===== config.mk =====
export PLATFORM = sky130hd
export DESIGN_NAME = expression_lexer
export DESIGN_NICKNAME = d
export VERILOG_FILES = /design/src/rtl/exl_pkg.sv /design/src/rtl/exl_front.sv /design/src/rtl/exl_queue.sv /design/src/rtl/exl_back.sv /design/src/rtl/expression_lexer.sv
export SDC_FILE = /design/constraint.sdc
export NUM_CORES = 1
export LEC_CHECK = 0
export BUFFER_PORTS_ARGS = -buffer_cell sky130_fd_sc_hd__buf_2
export CAP_MARGIN = 25
export CORE_MARGIN = 2
export CORE_UTILIZATION = 64
export CTS_BUF_LIST = sky130_fd_sc_hd__clkbuf_8
export CTS_CLUSTER_SIZE = 8
export DETAILED_ROUTE_END_ITERATION = 7
export PLACE_DENSITY = 0.78
export SYNTH_ARGS = -nofsm -noshare
export SYNTH_HDL_FRONTEND = slang
export SYNTH_SLANG_ARGS = --single-unit

===== constraint.sdc =====
create_clock -name clk -period 6 [get_ports clk]
set_input_delay 0.6 -clock clk [delete_from_list [all_inputs] [get_ports clk]]
set_output_delay 0.6 -clock clk [all_outputs]
set_load 0.02 [all_outputs]

===== src/rtl/exl_pkg.sv =====
// Shared types and constants for the expression lexer.
// Used by exl_front, exl_queue, exl_back and expression_lexer; no dependencies.
`default_nettype none

package exl_pkg;

    typedef enum logic [2:0] {
        KIND_NUMBER = 3'd0,
        KIND_IDENT  = 3'd1,
        KIND_OP     = 3'd2,
        KIND_LPAREN = 3'd3,
        KIND_RPAREN = 3'd4,
        KIND_END    = 3'd5,
        KIND_ERROR  = 3'd6
    } kind_t;

    typedef enum logic [1:0] {
        ERR_NONE     = 2'd0,
        ERR_TWO_DOTS = 2'd1,
        ERR_BAD_CHAR = 2'd2,
        ERR_TOO_LONG = 2'd3
    } err_t;

    typedef enum logic [1:0] {
        MODE_IDLE  = 2'd0,
        MODE_NUM   = 2'd1,
        MODE_IDENT = 2'd2,
        MODE_DRAIN = 2'd3
    } lex_mode_t;

    typedef struct packed {
        kind_t        kind;
        logic [15:0]  start_pos;
        logic [16:0]  tok_length;
        logic [7:0]   tok_char;
        err_t         error_code;
    } lex_rec_t;

    // All records caused by one byte, in emission order
    typedef struct packed {
        lex_rec_t [2:0] rec;
        logic [1:0]     count;
    } lex_job_t;

    // Longest accepted input; positions beyond 16 bits always overflow
    localparam int unsigned MAX_INPUT_LEN = 65536;
    localparam logic [16:0] POS_LIMIT =
        (MAX_INPUT_LEN > 65536) ? 17'h10000 : 17'(MAX_INPUT_LEN);

    localparam int unsigned QUEUE_DEPTH = 4;

    localparam logic [7:0] CH_SPACE  = 8'h20;
    localparam logic [7:0] CH_TAB    = 8'h09;
    localparam logic [7:0] CH_NL     = 8'h0A;
    localparam logic [7:0] CH_DOT    = 8'h2E;
    localparam logic [7:0] CH_UNDER  = 8'h5F;
    localparam logic [7:0] CH_PLUS   = 8'h2B;
    localparam logic [7:0] CH_MINUS  = 8'h2D;
    localparam logic [7:0] CH_STAR   = 8'h2A;
    localparam logic [7:0] CH_SLASH  = 8'h2F;
    localparam logic [7:0] CH_LPAREN = 8'h28;
    localparam logic [7:0] CH_RPAREN = 8'h29;
    localparam logic [7:0] CH_ZERO   = 8'h30;
    localparam logic [7:0] CH_NINE   = 8'h39;
    localparam logic [7:0] CH_LOW_A  = 8'h61;
    localparam logic [7:0] CH_LOW_Z  = 8'h7A;
    localparam logic [7:0] CH_UP_A   = 8'h41;
    localparam logic [7:0] CH_UP_Z   = 8'h5A;

endpackage

`default_nettype wire


===== src/rtl/exl_front.sv =====
// Front end: takes one byte per cycle unless q_full, classifies it, updates the
// lexer state and pushes the records it causes as one job. Depends on exl_pkg.
`default_nettype none

module exl_front (
    input  wire logic             clk,
    input  wire logic             rst_n,
    input  wire logic             in_valid,
    output logic                  in_stall,
    input  wire logic [7:0]       ch,
    input  wire logic             final_byte,
    input  wire logic             q_full,
    output logic                  push,
    output exl_pkg::lex_job_t     push_job
);
    import exl_pkg::*;

    lex_mode_t   mode_reg, mode_next, mode_mid;
    logic [16:0] pos_reg, pos_next, pos_mid;
    logic [15:0] start_reg, start_next, start_mid;
    logic        dot_reg, dot_next, dot_mid;

    logic accept;
    logic is_digit, is_alpha, is_word, is_space, is_single, is_dot;
    logic active, too_long, cont, term, dot_err, num_dot, fresh;
    logic start_num, start_id, single, bad;

    assign in_stall = q_full;
    assign accept   = in_valid && !q_full;

    assign is_digit  = ch inside {[CH_ZERO:CH_NINE]};
    assign is_alpha  = (ch inside {[CH_LOW_A:CH_LOW_Z]}) || (ch inside {[CH_UP_A:CH_UP_Z]});
    assign is_word   = is_alpha || is_digit || (ch == CH_UNDER);
    assign is_space  = ch inside {CH_SPACE, CH_TAB, CH_NL};
    assign is_dot    = (ch == CH_DOT);
    assign is_single = ch inside {CH_PLUS, CH_MINUS, CH_STAR, CH_SLASH, CH_LPAREN, CH_RPAREN};

    assign active   = (mode_reg != MODE_DRAIN);
    assign too_long = active && (pos_reg >= POS_LIMIT);
    assign cont     = ((mode_reg == MODE_NUM) && (is_digit || is_dot))
                   || ((mode_reg == MODE_IDENT) && is_word);
    assign term     = !too_long && ((mode_reg == MODE_NUM) || (mode_reg == MODE_IDENT)) && !cont;
    assign dot_err  = !too_long && (mode_reg == MODE_NUM) && is_dot && dot_reg;
    assign num_dot  = !too_long && (mode_reg == MODE_NUM) && is_dot && !dot_reg;
    // byte seen as in idle: either no token pending or the pending one just ended
    assign fresh    = active && !too_long && !cont;

    assign start_num = fresh && is_digit;
    assign start_id  = fresh && (is_alpha || (ch == CH_UNDER));
    assign single    = fresh && is_single;
    assign bad       = fresh && !is_space && !is_digit && !is_alpha
                    && (ch != CH_UNDER) && !is_single;

    // Next state
    always_comb
    begin
        mode_mid  = mode_reg;
        start_mid = start_reg;
        dot_mid   = dot_reg;
        pos_mid   = pos_reg;
        if (term)
        begin
            mode_mid = MODE_IDLE;
        end
        if (start_num)
        begin
            mode_mid  = MODE_NUM;
            start_mid = pos_reg[15:0];
            dot_mid   = 1'b0;
        end
        if (start_id)
        begin
            mode_mid  = MODE_IDENT;
            start_mid = pos_reg[15:0];
        end
        if (num_dot)
        begin
            dot_mid = 1'b1;
        end
        if (too_long || dot_err || bad)
        begin
            mode_mid = MODE_DRAIN;
        end
        if (active && !too_long)
        begin
            pos_mid = pos_reg + 17'd1;
        end

        if (final_byte)
        begin
            mode_next  = MODE_IDLE;
            pos_next   = '0;
            start_next = '0;
            dot_next   = 1'b0;
        end
        else
        begin
            mode_next  = mode_mid;
            pos_next   = pos_mid;
            start_next = start_mid;
            dot_next   = dot_mid;
        end
    end

    // Outputs: records in emission order, packed from slot zero
    always_comb
    begin
        lex_rec_t   r;
        logic [1:0] cnt;
        push_job = '0;
        cnt      = 2'd0;

        r = '0;
        if (too_long)
        begin
            r.kind       = KIND_ERROR;
            r.start_pos  = pos_reg[16] ? 16'hFFFF : pos_reg[15:0];
            r.tok_char   = ch;
            r.error_code = ERR_TOO_LONG;
            push_job.rec[cnt] = r;
            cnt = cnt + 2'd1;
        end
        else if (dot_err)
        begin
            r.kind       = KIND_ERROR;
            r.start_pos  = pos_reg[15:0];
            r.tok_char   = ch;
            r.error_code = ERR_TWO_DOTS;
            push_job.rec[cnt] = r;
            cnt = cnt + 2'd1;
        end
        else if (term)
        begin
            r.kind       = (mode_reg == MODE_NUM) ? KIND_NUMBER : KIND_IDENT;
            r.start_pos  = start_reg;
            r.tok_length = pos_reg - {1'b0, start_reg};
            push_job.rec[cnt] = r;
            cnt = cnt + 2'd1;
        end

        r = '0;
        if (single || bad)
        begin
            r.start_pos = pos_reg[15:0];
            r.tok_char  = ch;
            if (bad)
            begin
                r.kind       = KIND_ERROR;
                r.error_code = ERR_BAD_CHAR;
            end
            else
            begin
                r.tok_length = 17'd1;
                case (ch)
                    CH_LPAREN: r.kind = KIND_LPAREN;
                    CH_RPAREN: r.kind = KIND_RPAREN;
                    default:   r.kind = KIND_OP;
                endcase
            end
            push_job.rec[cnt] = r;
            cnt = cnt + 2'd1;
        end

        r = '0;
        if (final_byte && ((mode_mid == MODE_NUM) || (mode_mid == MODE_IDENT)))
        begin
            r.kind       = (mode_mid == MODE_NUM) ? KIND_NUMBER : KIND_IDENT;
            r.start_pos  = start_mid;
            r.tok_length = pos_reg + 17'd1 - {1'b0, start_mid};
            push_job.rec[cnt] = r;
            cnt = cnt + 2'd1;
        end

        r = '0;
        if (final_byte)
        begin
            r.kind = KIND_END;
            push_job.rec[cnt] = r;
            cnt = cnt + 2'd1;
        end

        // at most three records: the end record lands in the last free slot
        push_job.count = cnt;
        push = accept && (too_long || dot_err || term || single || bad || final_byte);
    end

    always_ff @(posedge clk or negedge rst_n)
    begin
        if (!rst_n)
        begin
            mode_reg  <= MODE_IDLE;
            pos_reg   <= '0;
            start_reg <= '0;
            dot_reg   <= 1'b0;
        end
        else if (accept)
        begin
            mode_reg  <= mode_next;
            pos_reg   <= pos_next;
            start_reg <= start_next;
            dot_reg   <= dot_next;
        end
    end

endmodule

`default_nettype wire


===== src/rtl/exl_queue.sv =====
// Short job queue between the front and back ends of the lexer.
// Depends on exl_pkg for the job type.
`default_nettype none

module exl_queue #(
    parameter int unsigned DEPTH = exl_pkg::QUEUE_DEPTH
) (
    input  wire logic              clk,
    input  wire logic              rst_n,
    input  wire logic              push,
    input  wire exl_pkg::lex_job_t push_job,
    output logic                   full,
    input  wire logic              pop,
    output logic                   head_valid,
    output exl_pkg::lex_job_t      head_job
);
    import exl_pkg::*;

    localparam int unsigned AW = (DEPTH > 1) ? $clog2(DEPTH) : 1;
    localparam int unsigned CW = $clog2(DEPTH + 1);
    localparam logic [AW-1:0] LAST_PTR = AW'(DEPTH - 1);
    localparam logic [CW-1:0] FULL_CNT = CW'(DEPTH);

    lex_job_t      slots [DEPTH];
    logic [AW-1:0] wr_ptr_reg, wr_ptr_next;
    logic [AW-1:0] rd_ptr_reg, rd_ptr_next;
    logic [CW-1:0] count_reg, count_next;

    assign full       = (count_reg == FULL_CNT);
    assign head_valid = (count_reg != '0);
    assign head_job   = slots[rd_ptr_reg];

    always_comb
    begin
        wr_ptr_next = wr_ptr_reg;
        rd_ptr_next = rd_ptr_reg;
        count_next  = count_reg;
        if (push)
        begin
            wr_ptr_next = (wr_ptr_reg == LAST_PTR) ? '0 : wr_ptr_reg + AW'(1);
        end
        if (pop)
        begin
            rd_ptr_next = (rd_ptr_reg == LAST_PTR) ? '0 : rd_ptr_reg + AW'(1);
        end
        if (push && !pop)
        begin
            count_next = count_reg + CW'(1);
        end
        else if (pop && !push)
        begin
            count_next = count_reg - CW'(1);
        end
    end

    always_ff @(posedge clk)
    begin
        if (push)
        begin
            slots[wr_ptr_reg] <= push_job;
        end
    end

    always_ff @(posedge clk or negedge rst_n)
    begin
        if (!rst_n)
        begin
            wr_ptr_reg <= '0;
            rd_ptr_reg <= '0;
            count_reg  <= '0;
        end
        else
        begin
            wr_ptr_reg <= wr_ptr_next;
            rd_ptr_reg <= rd_ptr_next;
            count_reg  <= count_next;
        end
    end

    a_no_overflow: assert property (@(posedge clk) disable iff (!rst_n)
        !(push && full))
        else $error("job pushed into a full queue");

    a_no_underflow: assert property (@(posedge clk) disable iff (!rst_n)
        !(pop && !head_valid))
        else $error("job popped from an empty queue");

    a_job_nonempty: assert property (@(posedge clk) disable iff (!rst_n)
        push |-> (push_job.count != 2'd0))
        else $error("job pushed with no records");

    a_count_track: assert property (@(posedge clk) disable iff (!rst_n)
        (push && !pop) |=> (count_reg == $past(count_reg) + CW'(1)))
        else $error("queue fill count lost a push");

endmodule

`default_nettype wire


===== src/rtl/exl_back.sv =====
// Back end: walks the head job's records one per cycle while out_stall is low
// into out_rec_reg, retiring the job after its last record. Depends on exl_pkg.
`default_nettype none

module exl_back (
    input  wire logic              clk,
    input  wire logic              rst_n,
    input  wire logic              head_valid,
    input  wire exl_pkg::lex_job_t head_job,
    output logic                   pop,
    output logic                   out_valid,
    input  wire logic              out_stall,
    output exl_pkg::lex_rec_t      out_rec,
    output logic                   run_last
);
    import exl_pkg::*;

    logic       out_valid_reg, out_valid_next;
    lex_rec_t   out_rec_reg, out_rec_next;
    logic       run_last_reg, run_last_next;
    logic [1:0] idx_reg, idx_next;
    logic       load, last;
    lex_rec_t   sel_rec;

    assign load = !out_valid_reg || !out_stall;
    assign last = (idx_reg == head_job.count - 2'd1);

    always_comb
    begin
        case (idx_reg)
            2'd0:    sel_rec = head_job.rec[0];
            2'd1:    sel_rec = head_job.rec[1];
            2'd2:    sel_rec = head_job.rec[2];
            default: sel_rec = head_job.rec[0];
        endcase
    end

    always_comb
    begin
        out_valid_next = out_valid_reg;
        out_rec_next   = out_rec_reg;
        run_last_next  = run_last_reg;
        idx_next       = idx_reg;
        pop            = 1'b0;
        if (load)
        begin
            out_valid_next = head_valid;
            if (head_valid)
            begin
                out_rec_next  = sel_rec;
                run_last_next = last;
                // advance within the job, or retire it on its last record
                if (last)
                begin
                    idx_next = 2'd0;
                    pop      = 1'b1;
                end
                else
                begin
                    idx_next = idx_reg + 2'd1;
                end
            end
        end
    end

    always_ff @(posedge clk or negedge rst_n)
    begin
        if (!rst_n)
        begin
            out_valid_reg <= 1'b0;
            idx_reg       <= 2'd0;
        end
        else
        begin
            out_valid_reg <= out_valid_next;
            idx_reg       <= idx_next;
        end
    end

    always_ff @(posedge clk)
    begin
        out_rec_reg  <= out_rec_next;
        run_last_reg <= run_last_next;
    end

    assign out_valid = out_valid_reg;
    assign out_rec   = out_rec_reg;
    assign run_last  = run_last_reg;

    a_idx_in_job: assert property (@(posedge clk) disable iff (!rst_n)
        head_valid |-> (idx_reg < head_job.count))
        else $error("record index beyond head job");

    a_pop_on_last: assert property (@(posedge clk) disable iff (!rst_n)
        pop |=> (out_valid && run_last))
        else $error("job retired without a closing record");

    a_idx_reset_after_pop: assert property (@(posedge clk) disable iff (!rst_n)
        pop |=> (idx_reg == 2'd0))
        else $error("record index not rewound after job");

endmodule

`default_nettype wire


===== src/rtl/expression_lexer.sv =====
// Top level of the arithmetic expression lexer: front end, job queue, back end.
// Depends on exl_pkg, exl_front, exl_queue and exl_back.
//
//   channel | direction | handshake           | payload
//   --------+-----------+---------------------+--------------------------------------
//   in      | sink      | in_valid / in_stall  | ch, final_byte
//   out     | source    | out_valid / out_stall| kind, start_pos, tok_length,
//           |           |                      | tok_char, error_code, run_last
//
// One byte is taken per cycle while the job queue has room; each byte's records
// (up to three) leave the output register one per cycle while out_stall is low,
// so the output port sets the sustained rate when bytes cause several records.
// Reset clears the lexer state, the queue pointers and the output valid.
// A stalled output fills the queue, and in_stall rises only once it is full.
`default_nettype none

module expression_lexer #(
    parameter int unsigned QUEUE_DEPTH = exl_pkg::QUEUE_DEPTH
) (
    input  wire logic        clk,
    input  wire logic        rst_n,
    input  wire logic        in_valid,
    output logic             in_stall,
    input  wire logic [7:0]  ch,
    input  wire logic        final_byte,
    output logic             out_valid,
    input  wire logic        out_stall,
    output logic [2:0]       kind,
    output logic [15:0]      start_pos,
    output logic [16:0]      tok_length,
    output logic [7:0]       tok_char,
    output logic [1:0]       error_code,
    output logic             run_last
);
    import exl_pkg::*;

    logic     q_full, push, pop, head_valid;
    lex_job_t push_job, head_job;
    lex_rec_t out_rec;

    exl_front u_front (
        .clk        (clk),
        .rst_n      (rst_n),
        .in_valid   (in_valid),
        .in_stall   (in_stall),
        .ch         (ch),
        .final_byte (final_byte),
        .q_full     (q_full),
        .push       (push),
        .push_job   (push_job)
    );

    exl_queue #(
        .DEPTH (QUEUE_DEPTH)
    ) u_queue (
        .clk        (clk),
        .rst_n      (rst_n),
        .push       (push),
        .push_job   (push_job),
        .full       (q_full),
        .pop        (pop),
        .head_valid (head_valid),
        .head_job   (head_job)
    );

    exl_back u_back (
        .clk        (clk),
        .rst_n      (rst_n),
        .head_valid (head_valid),
        .head_job   (head_job),
        .pop        (pop),
        .out_valid  (out_valid),
        .out_stall  (out_stall),
        .out_rec    (out_rec),
        .run_last   (run_last)
    );

    assign kind       = out_rec.kind;
    assign start_pos  = out_rec.start_pos;
    assign tok_length = out_rec.tok_length;
    assign tok_char   = out_rec.tok_char;
    assign error_code = out_rec.error_code;

endmodule

`default_nettype wire


==> Word-level counts from Yosys, hierarchy flattened <==
Memory sizes are Yosys's and may differ from the RTL's.
Cells that the tools add are included.
{ "word_totals": {"register_bits": 93, "mem_bits_rw": 560, "input_bits": 13, "output_inout_bits": 49, "word_cells": 188, "n_memories": 1} }
{ "classes": {"add_sub_neg": 12, "magnitude_cmp": 13, "eq_ne": 23, "n_mux": 54, "bitwise_logic": 3, "reduce_logical": 67} }
{ "memory_table": {"columns": ["name", "depth", "word_bits", "read_ports", "rd_ports_with_merged_regs", "wr", "line", "source"], "rows": [
  ["u_queue.slots", 4, 140, 1, 0, 1, "exl_queue.sv:24", "lex_job_t slots [DEPTH];"]
]} }
{ "ops": {"columns": ["operator", "n"], "rows": [
  ["138-bit two-way mux", 3],
  ["138-bit bitwise mux", 2],
  ["46-bit demux with 2-bit select", 3],
  ["46-bit two-way mux", 6],
  ["132-bit AND", 1],
  ["132-bit NOT", 1],
  ["46-bit case mux with 2 select lines", 1],
  ["8-bit by 6-bit == test with 1-bit output (second input constant)", 8],
  ["16-bit two-way mux", 4],
  ["17-bit two-way mux", 3],
  ["17-bit by 16-bit subtractor with 17-bit output", 2],
  ["1-bit logical AND", 30],
  ["2-bit two-way mux", 14],
  ["17-bit by 1-bit adder with 17-bit output (second input constant)", 1],
  ["17-bit greater-or-equal comparator (second input constant)", 1],
  ["8-bit by 4-bit == test with 1-bit output (second input constant)", 2],
  ["8-bit by 7-bit greater-or-equal comparator with 1-bit output (second input constant)", 2],
  ["8-bit by 7-bit less-or-equal comparator with 1-bit output (second input constant)", 2],
  ["1-bit logical OR", 16],
  ["1-bit two-way mux", 13],
  ["2-bit by 1-bit adder with 2-bit output (second input constant)", 6],
  ["1-bit zero test", 12],
  ["3-bit two-way mux", 4],
  ["2-bit == test (second input constant)", 5],
  ["19 further kinds", 30]
]} }

==> Logic depth before layout (Yosys ltp) <==
{ "logic_depth": {"ltp_word": 27, "depth_mapped": 23, "depth_no_buf": 21} }

==> Cells and area by module <==
Synthesis repeated with hierarchy kept, for this count alone.
{ "hier_totals": {"cells_unflattened": 1710, "area_unflattened_um2": 28402.2} }
{ "by_module_without_submodules": {"columns": ["module", "instances", "cells_per_inst", "area_per_inst_um2", "seq_area_each_um2"], "rows": [
  ["exl_queue", 1, 769, 20601.0, 16991.3],
  ["exl_front", 1, 717, 5350.1, 900.9],
  ["exl_back", 1, 224, 2451.1, 1486.4]
]} }

==> Worst setup path before layout <==
Ideal clock, no wire load.
{ "synth_path": {"kind": "input to register", "from": "in ch[3]", "to": "mem u_queue.slots[2][0] (netlist name) (enable)", "setup_ps": 502, "t_arrival_ps": 5643, "required_time_ps": 5498, "slack_ps": -145, "stages": 10, "path_buffers": 2, "path_cell_list": "clkbuf_1 -> or4_4 -> a21oi_1 -> o21ai_1 -> or3_1 -> clkbuf_1 -> nand2_1 -> nor3_1 -> nor2_1 -> and2_1"} }
{ "synth_via": {"elab_chain_cells": 19, "elab_cells_between_ends": 53, "cone_classes": "order compare (6); eq/ne (12); mux (2); reduce/logical (33)"} }
{ "synth_rtl": {"columns": ["item", "line", "source"], "rows": [
  ["start, declared", "expression_lexer.sv:24", "input wire logic [7:0] ch,"],
  ["8-bit by 7-bit greater-or-equal comparator with 1-bit output or 8-bit by 7-bit less-or-equal comparator with 1-bit output (tied branches)", "exl_front.sv:32", "assign is_alpha = (ch inside {[CH_LOW_A:CH_LOW_Z]}) || (ch inside {[CH_UP_A:CH_UP_Z]});"],
  ["1-bit logical AND", "exl_front.sv:32", null],
  ["1-bit logical OR", "exl_front.sv:32", null],
  ["1-bit logical OR (2 in series)", "exl_front.sv:33", "assign is_word = is_alpha || is_digit || (ch == CH_UNDER);"],
  ["1-bit logical AND", "exl_front.sv:41", "|| ((mode_reg == MODE_IDENT) && is_word);"],
  ["1-bit logical OR", "exl_front.sv:41", null],
  ["1-bit zero test", "exl_front.sv:42, exl_front.sv:46", null],
  ["1-bit logical AND", "exl_front.sv:46", "assign fresh = active && !too_long && !cont;"],
  ["1-bit logical AND (3 in series)", "exl_front.sv:51", "assign bad = fresh && !is_space && !is_digit && !is_alpha"],
  ["1-bit logical AND (2 in series)", "exl_front.sv:52", "&& (ch != CH_UNDER) && !is_single;"],
  ["1-bit logical OR (*) (2 in series)", "exl_front.sv:184", "push = accept && (too_long || dot_err || term || single || bad || final_byte);"],
  ["1-bit logical AND (*)", "exl_front.sv:184", null],
  ["net push", "expression_lexer.sv:37", "logic q_full, push, pop, head_valid;"],
  ["1-bit two-way mux (*)", "exl_queue.sv:58", "if (push)"],
  ["1-bit two-way mux (not written as such) (*)", "exl_queue.sv:60", "slots[wr_ptr_reg] <= push_job;"],
  ["end, declared", "exl_queue.sv:24", null]
]} }
Mark *: on every way through the listed nets, which the timed path passes. The rest lies on a longest branch.

==> impl_metrics.py <==
metrics = {
    "sta": {
        "min_period_over_period": 0.866,
        "setup_tns_ns": 0,
        "slew_viol_final": 0,
        "fmax_mhz": 192,
        "fin_crit_ns": 5.20,
        "whs_ns": 0.0665,
        "grt_setup_unrepaired": "no",
        "tightest_slew_ns": 1.09,
        "setup_viol": 0,
        "max-slew-margin-rel": 0.269,
        "fin_worst_skew_ns": 0.0242,
        "hold_violations": 0,
    },
    "global_route": {
        "grt_max_degree": 129,
        "use_met3": 0.0585,
        "grt-ovfl-total": 0,
        "grt_pass1_wl_mm": 93.7,
        "busiest_layer": "met2",
        "antenna_found_initial": 0,
        "use_met1": 0.394,
        "met2_usage": 0.464,
        "grt_pass1_vias": 16200,
        "track_usage": 0.287,
    },
    "hold_path": {
        "hp-class": "primary input to asynchronous set/reset pin",
    },
    "floorplanning": {
        "start_util": 0.648,
        "num_rows": 74,
        "io_pins": 62,
        "die_width_um": 207,
        "coreArea_um2": 40700,
        "fp.dieArea_um2": 42900,
        "die_h_um": 207,
    },
    "setup_path": {
        "cp-endpoint": "u_queue.slots[1][26]",
        "r2r_slack_ns": 0.80,
        "rr_startpoint": "u_front.mode_reg[0]",
        "worstSetupStartpoint": "u_front.mode_reg[0]",
        "cp_max_fo": 8,
        "worstPathRequired_ns": 6.44,
        "path_class": "flop to flop",
        "r2r_cells": 20,
        "worst_setup_path_end_kind": "flop",
        "crit_arrival_ns": 5.64,
        "worst_setup_path_start_kind": "flop",
        "rr_endpoint": "u_queue.slots[1][26]",
    },
    "clock_network": {
        "clk_pin_slew_ns": 0.06,
        "cts_hold_buf": 0,
        "cts_root_buffer": "clkbuf_8",
        "numCtsBuffers": 95,
        "cts_tree": "done",
        "post-cts-setup-buffer-count": 0,
        "clock_latency_ns": 0.66,
        "cts_buffer_depth": 3,
        "cts.sinks": 605,
        "cts_resized": 0,
        "ctsHtreeMaxLevel": 3,
    },
    "power_and_ir_drop": {
        "power_frac_clock": 0.203,
        "p_comb_frac": 0.376,
        "power.density_nw_per_um2": 529,
        "p_leak_nw": 10.3,
        "power_frac_seq": 0.420,
        "net-switching-power_mw": 5.61,
        "power.share.switching": 0.363,
        "p_int_mw": 9.83,
        "irDropWorstVdd_mv": 0.368,
    },
    "place": {
        "portBuffers": 61,
        "place.gp.congestion": 0.986,
        "post-dp-hpwl_mm": 37.8,
    },
    "yosys": {
        "netlist.area_leader.share": 0.636,
        "async_flop_share": 0.0760,
        "synth-seq-cells": 605,
        "synth.distinct_cells": 66,
        "syn_inst": 1659,
        "syn_area_per_cell_um2": 15.9,
        "synth_edf_count": 559,
        "netlist_area_um2": 26400,
        "yosysTopAreaCell": "edfxtp_1",
        "syn_nets": 1728,
        "yosysSeqAreaShare": 0.679,
        "ys_warn_count": 0,
        "synth_ff_type": "edfxtp_1",
        "synth_area_leaders": "edfxtp_1 64%, mux4_2 11%, dfrtp_1 4.4%",
    },
    "final_layout": {
        "fillCellCount": 2561,
        "drive_above_1_share": 0.202,
        "diodes": 0,
        "areaGrowthSynthToFinish_pct": 10.5,
        "nets": 1828,
        "largest_reg_flops": 512,
    },
    "detailed_routing": {
        "totalWireLength_mm": 60.8,
        "routed-via-count": 15600,
        "wl_per_cell_um": 25.8,
        "drt-initial-drc-count": 1605,
        "drtAntennaViolNets": 0,
        "routed_via_density": 6.61,
        "drtPass1Iterations": 5,
        "drc": 0,
    },
    "flow_run": {
        "maxCapViolCount": 0,
    },
    "status": {
        "status": "finished clean",
    },
}
==> area by class of cell <==
| class | instances | area [µm²] | area share |
|---|---|---|---|
| clock buffer | 99 | 1360 | 0.0467 |
| clock inverter | 64 | 330 | 0.0113 |
| inverter | 41 | 154 | 0.00528 |
| multi-input combinational | 914 | 7960 | 0.273 |
| sequential | 605 | 17900 | 0.615 |
| tap | 532 | 666 | 0.0228 |
| timing repair buffer | 102 | 753 | 0.0258 |
==> synth_stat cells, types with 16 or more instances <==
| library cell | number |
|---|---|
| a211oi_1 | 20 |
| a21oi_1 | 54 |
| a221oi_1 | 16 |
| a22o_1 | 18 |
| a22oi_1 | 35 |
| and2_1 | 22 |
| and3_1 | 20 |
| buf_1 | 19 |
| clkbuf_1 | 72 |
| dfrtp_1 | 46 |
| edfxtp_1 | 559 |
| ha_1 | 53 |
| inv_1 | 41 |
| mux2i_1 | 17 |
| mux4_2 | 128 |
| nand2_1 | 88 |
| nand3_1 | 22 |
| nor2_1 | 128 |
| nor3_1 | 19 |
| o21ai_0 | 70 |
| o22ai_1 | 27 |
| xnor2_1 | 26 |
| xor2_1 | 25 |
==> worst min path at each step <==
stage                                       end  slack (ns)                  from
after floorplan               u_back.idx_reg[0]        0.30                 rst_n
after CTS                  u_queue.count_reg[2]        0.06                 rst_n
after detailed placement   u_queue.count_reg[2]        0.48  u_queue.count_reg[2]
after global routing      u_queue.rd_ptr_reg[0]        0.08                 rst_n
final                     u_queue.rd_ptr_reg[0]        0.07                 rst_n
after global placement         u_back.out_valid        0.47      u_back.out_valid
==> cell families (layout without fill, tap and decap cells) <==
group,count (synthesis),after routing,synth area share
flip-flops,605,605,0.679
buffers and inverters,140,306,0.0204
multiplexers,147,147,0.116
AND/OR/NAND/NOR,352,352,0.0621
adder cells (fa/ha/maj),56,56,0.0274
XOR/XNOR,51,51,0.0169
AO/OA/AOI/OAI,308,308,0.0773
==> metrics by stage <==
stage	worst slack (ns)	util	cell area (µm²)	power (mW)	cells
3_5_place_dp	0.292	0.673	27400	12.3	2192
4_1_cts	0.935	0.715	29100	15.5	2355
3_3_place_gp	0.553	0.673	27400	12.1	2192
5_1_grt	0.457	0.716	29200	16.2	2357
6_report	0.803	0.716	29200	15.4	2357
2_1_floorplan	1.06	-	26400	10.3	1659
==> cells in the final DEF, fill, tap and decap left out, drive strengths merged, types with 18 or more instances in the layout <==
cell type / n
o22ai: 27
mux4: 128
nand2: 88
a211oi: 20
nor3: 20
a22oi: 35
clkbuf: 99
nand3: 22
a21oi: 54
inv: 86
xor2: 25
dfrtp: 46
a22o: 18
buf: 102
and3: 20
ha: 53
and2: 22
nor2: 129
o21ai: 79
edfxtp: 559
xnor2: 26
==> power groups by stage <==
stage	clock, mW	combinational [mW]	sequential, mW
6_report	3.14	5.81	6.49
3_5_place_dp	0	5.74	6.57
3_3_place_gp	0	5.65	6.49
5_1_grt	3.37	6.23	6.58
4_1_cts	3.20	5.76	6.50
2_1_floorplan	0	3.69	6.61
==> critical path, cell delays in order (launching register included) <==
cell,delay [ns]
dfrtp_1,0.42
ha_1,0.35
nor3_1,0.50
nand3_1,0.42
nor2_1,0.21
a21oi_1,0.07
inv_1,0.10
ha_1,0.15
inv_1,0.06
fa_1,0.47
a211oi_1,0.23
o21bai_1,0.10
a21oi_1,0.29
nor2_1,0.07
nand4_1,0.11
o211ai_2,0.17
a311oi_1,0.50
o21ai_1,0.14
xnor2_1,0.15
buf_4,0.16
o22ai_1,0.31
==> metal layers <==
metal | part of all wire | wire [µm]
met5 | 0 | 0
met1 | 0.40 | 24300
met2 | 0.49 | 29900
met4 | 0.031 | 1880
met3 | 0.077 | 4690
No activity file was read; power rests on OpenSTA's default activity.
